--- config.mk ---
export PLATFORM = sky130hd
export DESIGN_NAME = spq_ctrl
export DESIGN_NICKNAME = d
export VERILOG_FILES = /design/src/rtl/skippable_priority_queue_core_macros.svh /design/src/rtl/spq_pkg.sv /design/src/rtl/spq_ctrl.sv
export SDC_FILE = /design/constraint.sdc
export NUM_CORES = 1
export LEC_CHECK = 0
export ABC_AREA = 1
export BUFFER_PORTS_ARGS = -buffer_cell sky130_fd_sc_hd__buf_4
export CAP_MARGIN = 0
export CORE_AREA = 2 2 39 41
export CTS_CLUSTER_SIZE = 30
export DETAILED_ROUTE_END_ITERATION = 7
export DIE_AREA = 0 0 41 43
export SLEW_MARGIN = 15
export SYNTH_ARGS = -nofsm -noshare
export SYNTH_HDL_FRONTEND = slang
export SYNTH_SLANG_ARGS = --single-unit
--- constraint.sdc ---
create_clock -name clock -period 1.4 [get_ports clock]
set_clock_uncertainty 0.2 [all_clocks]
set_input_delay 0.42 -clock clock [delete_from_list [all_inputs] [get_ports clock]]
set_output_delay 0.42 -clock clock [all_outputs]
set_load 0.02 [all_outputs]
--- src/rtl/skippable_priority_queue_core_macros.svh ---
// Assertion macros for the priority queue core.
`ifndef SKIPPABLE_PRIORITY_QUEUE_CORE_MACROS_SVH
`define SKIPPABLE_PRIORITY_QUEUE_CORE_MACROS_SVH

// Implication checked at every rising edge outside reset.
`define SPQ_ASSERT_IMP(label, clk, rst, ante, cons, msg) \
   label: assert property (@(posedge clk) disable iff (rst) (ante) |-> (cons)) \
      else $error(msg);

// Next-cycle implication checked at every rising edge outside reset.
`define SPQ_ASSERT_NEXT(label, clk, rst, ante, cons, msg) \
   label: assert property (@(posedge clk) disable iff (rst) (ante) |=> (cons)) \
      else $error(msg);

`endif

--- src/rtl/spq_pkg.sv ---
`default_nettype none
package spq_pkg;
   localparam int TYPE_W = 16;
   localparam int PRIO_W = 32;
   localparam int SPACING_W = 16;
   localparam logic [SPACING_W-1:0] SPACING_RESET = 16'd10;

   typedef enum logic [3:0] {
      KIND_CLEAR       = 4'd0,
      KIND_INSERT      = 4'd1,
      KIND_INSERT_TOP  = 4'd2,
      KIND_INSERT_BOT  = 4'd3,
      KIND_RESTART     = 4'd4,
      KIND_SKIP        = 4'd5,
      KIND_REMOVE_TOP  = 4'd6,
      KIND_REMOVE_CUR  = 4'd7,
      KIND_READ        = 4'd8
   } kind_type;

   typedef enum logic [2:0] {
      ERR_OK    = 3'd0,
      ERR_FULL  = 3'd1,
      ERR_EMPTY = 3'd2,
      ERR_SKIP  = 3'd3,
      ERR_RANGE = 3'd4
   } err_type;

   // Commands from the controller to the datapath.
   typedef struct packed {
      logic load;      // capture request fields
      logic execute;   // apply the captured operation
      logic report;    // register the response
   } cmd_type;
endpackage
`default_nettype wire

--- src/rtl/spq_ctrl.sv ---
`default_nettype none
module spq_ctrl
   import spq_pkg::*;
(
   input  wire  logic    clock,
   input  wire  logic    reset,
   input  wire  logic    start,
   output logic          busy,
   output cmd_type       cmd,
   output logic          rsp_strobe
);
   typedef enum logic [1:0] {ST_IDLE, ST_EXEC, ST_REPORT} state_type;

   state_type state_ff, state_in;
   logic      strobe_ff, strobe_in;

   always_comb begin
      state_in  = state_ff;
      strobe_in = 1'b0;
      cmd       = '0;
      unique case (state_ff)
         ST_IDLE: begin
            if (start) begin
               cmd.load = 1'b1;
               state_in = ST_EXEC;
            end
         end
         ST_EXEC: begin
            cmd.execute = 1'b1;
            state_in    = ST_REPORT;
         end
         ST_REPORT: begin
            cmd.report = 1'b1;
            strobe_in  = 1'b1;
            state_in   = ST_IDLE;
         end
         default: state_in = ST_IDLE;
      endcase
   end

   always_ff @(posedge clock) begin
      if (reset) begin
         state_ff  <= ST_IDLE;
         strobe_ff <= 1'b0;
      end else begin
         state_ff  <= state_in;
         strobe_ff <= strobe_in;
      end
   end

   assign busy       = (state_ff != ST_IDLE);
   assign rsp_strobe = strobe_ff;
endmodule
`default_nettype wire

==> out/metrics.yaml, run 1 <==
detail_route.vias_per_cell: 2.86
async_flop_share_pct: 0
cp-end-kind: "output port"
ys_seq_elements: 3
synth-main-ff-cell: "dfxtp_1"
synth_edf_count: 0
irDropWorstVdd_mv: 0.271
htreeDepth: 1
intPower_mw: 0.222
setup_ws_ps: -139
hold_class: "input port to flip-flop"
status: "complete, but fails checks"
syn_nets: 19
synth.avg_cell_area_um2: 7.90
die_w_um: 41
critPathMaxFanout: 4
grt_usage_pct: 5.11
tns_ps: -407
slew_headroom_pct: 90.1
p_switching_mw: 0.0773
syn2layout_area_growth_pct: 94.1
via_count: 123
core_area_mm2: 0.00138
violations: "setup timing"
drc: 0
drt_wl_total_um: 282
power_mw: 0.300
synth-warning-count: 0
hold_viol: 0
grt.overflow.total: 0
syn_inst: 16
wire_per_inst_um: 6.56
initial_core_util_pct: 9.13
antenna_cells: 0
critPathArrivalTime_ps: 920
design_area_um2: 245
grt_pass1_wl_um: 524
finalMaxSlewViolations: 0
required_ps: 780
fin_crit_ps: 1540
cts.hold.buffers_added: 0
comb_power_share_pct: 17.4
firstDrtPassIters: 4
antenna_found_initial: 0
p_leak_nw: 0.121
place_inst: 38
rows: 14
worst_slew_pin_slew_ps: 147
period_share_pct: 110
fill_cells: 165
place_congestion: 0.532
clkPwrFrac_pct: 51.6
timing.fmax_mhz: 650
cts_buffers: 3
syn_area_um2: 126
clk_pin_slew_ps: 40
cts_tree: "yes"
yosys-top-cells-area: "dfxtp_1 48%, buf_4 12%, inv_1 12%"
power.density_mw_per_mm2: 1220
synthMostInstantiatedCell: "inv_1"
drive_gt1_share_pct: 70.4
portBuffers: 7
pin_count: 8
yosysUniqueCellTypes: 7
setup_viol: 4
rsz0062_at_grt: "yes"
die_h_um: 43
dpl-instance-area_um2: 191
grt_pass1_vias: 143
synth_top_area_share_pct: 47.5
drtIter0Drc: 2
dieArea_mm2: 0.00176
synth_top_cell_by_area: "dfxtp_1"
fin_cells: 43
cts_max_path_buffers: 2
drv_cap: 0
cts.sink_count: 3
dp_hpwl_um: 204
synth_commonest_cells: "4 x inv_1, 3 x dfxtp_1"
nets: 31
p_seq_share_pct: 31.0
drt.antenna.violating_nets: 0
clk_latency_ps: 230
clockRootBuffer: "clkbuf_4"
grt_max_degree: 5
switching_share_pct: 25.8
place_ws_ps: 1.62
crit_type: "flip-flop to output port"
synth_seq_area_share_pct: 47.5
setup.worst_path.start_class: "flip-flop"
==> final cells by class <==
class                      count  area [um2]  share of cell area [%]
tap                           16        20.0                    8.16
clock buffer                   4        26.3                    10.7
inverter                       4        15.0                    6.12
timing repair buffer           9        75.1                    30.6
multi-input combinational      7        41.3                    16.8
sequential                     3        67.6                    27.6
==> power groups by stage <==
stage          registers, mW  logic, mW  clock network, mW
6_report              0.0928     0.0522              0.155
5_1_grt               0.0934     0.0576              0.179
4_1_cts               0.0927     0.0531              0.167
3_5_place_dp          0.0943     0.0450                  0
3_3_place_gp          0.0942     0.0449                  0
2_1_floorplan         0.0947     0.0250                  0
==> timing repair <==
| action | 4_1_cts | 5_1_grt |
|---|---|---|
| hold endpoints to repair | 0 | 0 |
| pin swaps | 2 | 0 |
| setup endpoints to repair | 4 | 4 |
| buffers inserted | 1 | 0 |
| resized for setup | 9 | 0 |
| cloned | 0 | 0 |
==> per-layer routing <==
metal	vias to the layer above	GRT usage [%]	part of all wire, %
met5	-	0	0
met4	0	4.00	0
met3	0	5.76	17
met2	7	5.94	44
met1	51	4.79	39
li1	65	-	-
==> worst paths after layout <==
check | startpoint | end | slack [ps] | depth (start not counted)
hold reg to reg | state_ff[1]$_SDFFE_PP0P_ | state_ff[1]$_SDFFE_PP0P_ | 250 | 1
setup / recovery | state_ff[1]$_SDFFE_PP0P_ | cmd[2] | -140 | 4
setup reg to reg | state_ff[1]$_SDFFE_PP0P_ | state_ff[0]$_SDFFE_PP0P_ | 430 | 4
hold / removal | reset | state_ff[0]$_SDFFE_PP0P_ | 150 | 2
==> worst max-delay path, cell delays in order, from the launching register on <==
cell	delay, ps
dfxtp_4	350
nor2_4	110
nand2_2	60
inv_2	50
buf_6	100
==> placed cells by master (no fill, tap or decap), drive strengths merged <==
master	netlist	final
dfxtp	3	3
nor2	4	4
nand2	1	1
buf	2	9
inv	4	4
nor3	2	2
clkbuf	0	4
==> flip-flops by register name (all words and copies together) (netlist names) <==
signal	count
rsp_strobe	1
state_ff	2
==> stage by stage <==
stage | hold WS, ps | utilization (%)
6_report | 147 | 17.7
5_1_grt | 146 | 17.7
4_1_cts | 137 | 17.7
3_5_place_dp | 283 | 13.8
3_3_place_gp | 281 | 13.8
2_1_floorplan | 263 | -
==> kinds of logic after synthesis <==
logic type | after synthesis | share of synthesized area, %
buf+inv | 6 | 23.8
simple gates | 7 | 28.7
flops | 3 | 47.5
No activity file was read; power rests on OpenSTA's default activity.
==> run 2: changes to the inputs <==
CTS_BUF_LIST = sky130_fd_sc_hd__clkbuf_8   (was not set)
==> run 2 against run 1 <==
Combinational power is essentially flat. The run still ends with setup timing left. Highest routed layer unchanged. Cell area is 7.7% higher. Sequential cell count stayed put. Power grew 28%. Clock power up 54%. Hold slack better by 24 ps. Die area stayed put. Register-to-register slack barely moved.
==> out/metrics.yaml, run 2 (synthesis gave the netlist of run 1 again) <==
power.density_mw_per_mm2: 1450  # +19%
switching_share_pct: 21.3  # -4.5 points
via_count: 123  # unchanged
slowest_stage: "dfxtp_4"
drt_wl_total_um: 268  # -5.0%
cpPeakStageDelay_ps: 350  # about the same
cp-end-kind: "output port"
p_leak_nw: 0.133  # +9.9%
crit_type: "flip-flop to output port"
die_w_um: 41  # unchanged
grt_pass1_vias: 141  # -1.4%
firstDrtPassIters: 1  # -3
fin_crit_ps: 1510  # -26.3 ps
initial_core_util_pct: 9.13  # unchanged
clk_pin_slew_ps: 30  # about the same
dieArea_mm2: 0.00176  # unchanged
clk_latency_ps: 210  # -20 ps
r2r-end: "state_ff[0]$_SDFFE_PP0P_"
hold_viol: 0  # unchanged
wire_per_inst_um: 6.23  # -5.0%
final_common_cell: "buf_4"
hold_class: "input port to flip-flop"
rrSetupSlack_ps: 430  # about the same
core_area_mm2: 0.00138  # unchanged
hp-start: "reset"
timing.fmax_mhz: 661  # +1.7%
rsz0062_at_grt: "yes"
portBuffers: 7  # unchanged
final_cell_mix: "7 x buf_4, 3 x inv_1, 3 x clkbuf_8"
critPathArrivalTime_ps: 890  # -30 ps
drive_gt1_share_pct: 70.4  # unchanged
nets: 31  # unchanged
htreeDepth: 1  # unchanged
cts_buffers: 3  # unchanged
hold_path_end: "state_ff[0]$_SDFFE_PP0P_"
largest_reg_flops: 2  # unchanged
pin_count: 8  # unchanged
clkPwrFrac_pct: 62.2  # +11 points
irDropWorstVdd_mv: 0.421  # +55%
grt.overflow.total: 0  # unchanged
drc: 0  # unchanged
syn2layout_area_growth_pct: 109
setup_ws_ps: -112  # +26.3 ps
grt_usage_pct: 4.81  # -0.30 points
largest-register: "state_ff"
hold-path-cell-count: 2  # unchanged
rows: 14  # unchanged
antenna_found_initial: 0  # unchanged
setup.worst_path.start_class: "flip-flop"
finalMaxSlewViolations: 0  # unchanged
critPathMaxFanout: 4  # unchanged
grt_pass1_wl_um: 510  # -2.7%
path_cells: "nor2_4, nand2_2, inv_2, buf_6"
worst_slew_pin_slew_ps: 146  # -0.677 ps
cts.sink_count: 3  # unchanged
drv_cap: 0  # unchanged
violations: "setup timing"
cts_max_path_buffers: 2  # unchanged
antenna_cells: 0  # unchanged
r2r-start: "state_ff[1]$_SDFFE_PP0P_"
status: "complete, but fails checks"
drtIter0Drc: 0  # -2
die_h_um: 43  # unchanged
comb_power_share_pct: 13.6  # -3.8 points
required_ps: 780  # about the same
intPower_mw: 0.302  # +36%
cts_tree: "yes"
p_switching_mw: 0.0817  # +5.8%
cts.hold.buffers_added: 0  # unchanged
setup_viol: 4  # unchanged
clockRootBuffer: "clkbuf_8"
slew_headroom_pct: 90.2  # about the same
place_congestion: 0.532  # unchanged
drt.antenna.violating_nets: 0  # unchanged
detail_route.vias_per_cell: 2.86  # unchanged
dp_hpwl_um: 204  # unchanged
period_share_pct: 108  # -1.9 points
p_seq_share_pct: 24.2  # -6.8 points
ff2ff_path_depth: 4  # unchanged
grt_max_degree: 5  # unchanged
power_mw: 0.384  # +28%
hold_ws_ps: 172  # +24.4 ps
## run 2: timing repair
action	4_1_cts	5_1_grt
pin swaps	2	0
gates resized for setup	9	0
endpoints found under the setup margin	4	4
hold endpoints to repair	0	0
buffers inserted	1	0
## run 2: layer usage
metal  wire (um)  global-route usage, %  vias to the layer above
met5           0                      0                        -
met4           0                   2.00                        0
met3          50                   5.76                        0
met2         117                   5.94                        7
met1         100                   4.79                       51
li1            -                      -                       65
## run 2: cell type report
| type | instances | area (um2) |
|---|---|---|
| clock buffer | 3 | 41.3 |
| clock inverter | 1 | 3.75 |
| fill | 168 | 1120 |
| inverter | 4 | 15.0 |
| multi-input combinational | 7 | 41.3 |
| sequential | 3 | 67.6 |
| tap | 16 | 20.0 |
| timing repair buffer | 9 | 75.1 |
## run 2: through the flow
stage | instances | instance area [um2] | util, % | TNS (ps) | setup slack (ps)
floorplan | 16 | 126 | - | 0 | 132
global placement | 38 | 191 | 13.8 | 0 | 2.45
detailed placement | 38 | 191 | 13.8 | 0 | 1.62
CTS | 43 | 264 | 19.1 | -360 | -129
global route | 43 | 264 | 19.1 | -515 | -163
finish | 43 | 264 | 19.1 | -303 | -112
## run 2: worst max path at each step
stage / depth (start not counted) / start / slack (ps) / to
finish: 4 / state_ff[1]$_SDFFE_PP0P_ / -110 / cmd[2]
global route: 4 / state_ff[1]$_SDFFE_PP0P_ / -160 / cmd[2]
CTS: 4 / state_ff[1]$_SDFFE_PP0P_ / -130 / cmd[2]
detailed placement: 4 / start / 2 / cmd[2]
global placement: 4 / start / 2 / cmd[2]
floorplan: 3 / state_ff[0]$_SDFFE_PP0P_ / 130 / cmd[2]
## run 2: worst max-delay path: cells and delay by family (launching register included)
kind                   cells  cell delay (ps)
flip-flops                 1              350
AND/OR/NAND/NOR            2              170
buffers and inverters      2              150
## run 2: power groups by stage
stage | sequential [mW] | clock [mW] | combinational [mW]
final | 0.0929 | 0.238 | 0.0522
after detailed placement | 0.0943 | 0 | 0.0450
after CTS | 0.0929 | 0.250 | 0.0531
after floorplan | 0.0947 | 0 | 0.0250
after global routing | 0.0937 | 0.268 | 0.0576
after global placement | 0.0942 | 0 | 0.0449
==> run 3: changes to the inputs <==
ABC_AREA = not set   (was 1)
==> run 3 against run 2 <==
Sequential cell count is the same. First-iteration DRC count is the same. Largest power group unchanged. The run still ends with setup timing left. Power grew 1.3%. Fmax shrank 1.6%. Sequential share of layout area shrank 2.2 points. Synthesized cell count shrank 25%.
==> out/metrics.yaml, run 3 <==
synth-main-ff-cell: "dfxtp_1"
ys_seq_elements: 3  # unchanged
synth.avg_cell_area_um2: 11.4  # +44%
largest_reg_flops: 2  # unchanged
critPathArrivalTime_ps: 920  # +30 ps
comb_power_share_pct: 13.4  # -0.2 points
cts_buffers: 3  # unchanged
clkPwrFrac_pct: 62.7  # +0.5 points
rrSetupSlack_ps: 400  # -30 ps
synth_top_area_share_pct: 44.0  # -3.5 points
yosys-top-cells-area: "dfxtp_1 44%, nor3b_1 17%, and2b_2 13%"
p_seq_share_pct: 24.0  # -0.2 points
htreeDepth: 1  # unchanged
design_area_um2: 278  # +5.2%
portBuffers: 7  # unchanged
grt_pass1_vias: 114  # -19%
rows: 14  # unchanged
cts.hold.buffers_added: 0  # unchanged
syn2layout_area_growth_pct: 104
fill_cells: 165  # -1.8%
syn_area_um2: 136  # +7.9%
hold_class: "input port to flip-flop"
cpPeakStageDelay_ps: 350  # about the same
cts_tree: "yes"
synth-warning-count: 0  # unchanged
critPathMaxFanout: 5  # +1
syn_inst: 12  # -4
die_h_um: 43  # unchanged
synth_seq_area_share_pct: 44.0  # -3.5 points
p_switching_mw: 0.0817  # about the same
initial_core_util_pct: 9.86  # +0.72 points
via_count: 120  # -2.4%
hold-path-cell-count: 2  # unchanged
drive_gt1_share_pct: 82.6  # +12 points
finalMaxSlewViolations: 0  # unchanged
place_congestion: 0.517  # -2.8%
die_w_um: 41  # unchanged
cts_resized: 7  # -2
path_cells: "and2b_2, buf_6"
r2r-end: "state_ff[0]$_SDFFE_PP0P_"
power.density_mw_per_mm2: 1400  # -3.7%
grt_pass1_wl_um: 407  # -20%
syn_nets: 15  # -4
required_ps: 780  # about the same
setup_viol: 4  # unchanged
final_cell_mix: "6 x buf_4, 3 x clkbuf_8, 3 x buf_6, 2 x and2b_2, 2 x nor3b_1"
hold_viol: 0  # unchanged
violations: "setup timing"
slew_headroom_pct: 88.6  # -1.6 points
synth_commonest_cells: "3 x dfxtp_1, 3 x nor3b_1, 2 x and2b_2, 2 x buf_4"
largest-register: "state_ff"
grt_usage_pct: 4.41  # -0.40 points
power_mw: 0.389  # +1.3%
postCtsSetupRepairBufs: 0  # -1
cts_max_path_buffers: 2  # unchanged
drt.antenna.violating_nets: 0  # unchanged
dieArea_mm2: 0.00176  # unchanged
pin_count: 8  # unchanged
detail_route.vias_per_cell: 3.08  # +7.6%
nets: 27  # -13%
timing.fmax_mhz: 651  # -1.6%
cts.sink_count: 3  # unchanged
cp-end-kind: "output port"
status: "complete, but fails checks"
yosysUniqueCellTypes: 6  # -1
setup_ws_ps: -137  # -24.8 ps
antenna_found_initial: 0  # unchanged
firstDrtPassIters: 1  # unchanged
drt_wl_total_um: 272  # +1.5%
grt.overflow.total: 0  # unchanged
switching_share_pct: 21.0  # -0.28 points
worst_slew_pin_slew_ps: 171  # +24.6 ps
irDropWorstVdd_mv: 0.231  # -45%
tns_ps: -487  # -185 ps
drc: 0  # unchanged
fin_crit_ps: 1540  # +24.8 ps
hold_ws_ps: 183  # +10.9 ps
setup.worst_path.start_class: "flip-flop"
ff2ff_path_depth: 2  # -2
final_common_cell: "buf_4"
slowest_stage: "dfxtp_2"
clk_pin_slew_ps: 30  # about the same
wire_per_inst_um: 6.97  # +12%
period_share_pct: 110  # +1.8 points
crit_type: "flip-flop to output port"
intPower_mw: 0.307  # +1.7%
r2r-start: "state_ff[0]$_SDFFE_PP0P_"
clk_latency_ps: 210  # about the same
drtIter0Drc: 0  # unchanged
grt_max_degree: 6  # +1
antenna_cells: 0  # unchanged
core_area_mm2: 0.00138  # unchanged
clockRootBuffer: "clkbuf_8"
async_flop_share_pct: 0  # unchanged
synth_edf_count: 0  # unchanged
hp-start: "reset"
rsz0062_at_grt: "yes"
hold_path_end: "state_ff[0]$_SDFFE_PP0P_"
synth_top_cell_by_area: "dfxtp_1"
p_leak_nw: 0.128  # -3.7%
dpl-instance-area_um2: 214  # +12%
drv_cap: 0  # unchanged
[run 3: changes by cell type after synthesis, sizes merged]
cell and change:
and2b +2, inv -4, nand2 -1, nor2 -4, nor3 -2, nor3b +3, nor4b +1, or2 +1
[run 3: power groups by stage]
stage               registers, mW  clock network, mW  logic (mW)
floorplan                  0.0960                  0      0.0257
global placement           0.0950                  0      0.0463
detailed placement         0.0949                  0      0.0467
CTS                        0.0933              0.252      0.0526
global route               0.0938              0.254      0.0565
finish                     0.0931              0.243      0.0520
[run 3: cell families (layout without fill, tap and decap cells)]
family	Yosys count	after routing	share of synthesized area, %
DFF	3	3	44.0
and+or+nand+nor	7	7	45.0
buffers and inverters	2	13	11.0
[run 3: critical path: cells and delay by family (launching register included)]
kind | cells | cell delay [ps]
and+or+nand+nor | 1 | 230
buffers and inverters | 1 | 120
DFF | 1 | 350
[run 3: layer usage]
layer	up-vias	wire, um	global-route usage [%]
met5	-	0	0
met4	0	12	10.0
met3	2	18	1.57
met2	6	161	4.69
met1	52	79	3.51
li1	60	-	-
[run 3: metrics by stage]
step | util [%] | std cells | setup WS [ps]
after global routing | 20.1 | 39 | -159
after detailed placement | 15.5 | 35 | -48.0
after floorplan | - | 12 | 14.8
final | 20.1 | 39 | -137
after CTS | 20.1 | 39 | -147
after global placement | 15.5 | 35 | -45.4
[run 3: how the worst max path moves through the flow]
stage | start | endpoint | cells past startpoint
floorplan | state_ff[1]$_SDFFE_PP0P_ | cmd[1] | 2
global placement | start | cmd[2] | 3
detailed placement | start | cmd[2] | 3
CTS | state_ff[0]$_SDFFE_PP0P_ | cmd[0] | 2
global route | state_ff[0]$_SDFFE_PP0P_ | cmd[0] | 2
finish | state_ff[0]$_SDFFE_PP0P_ | cmd[0] | 2
[run 3: cell type report]
cell class                 count  area, um2  area share [%]
clock buffer                   3       41.3            14.9
clock inverter                 1       3.75            1.35
multi-input combinational      7       68.8            24.8
sequential                     3       65.1            23.4
tap                           16       20.0            7.21
timing repair buffer           9       78.8            28.4
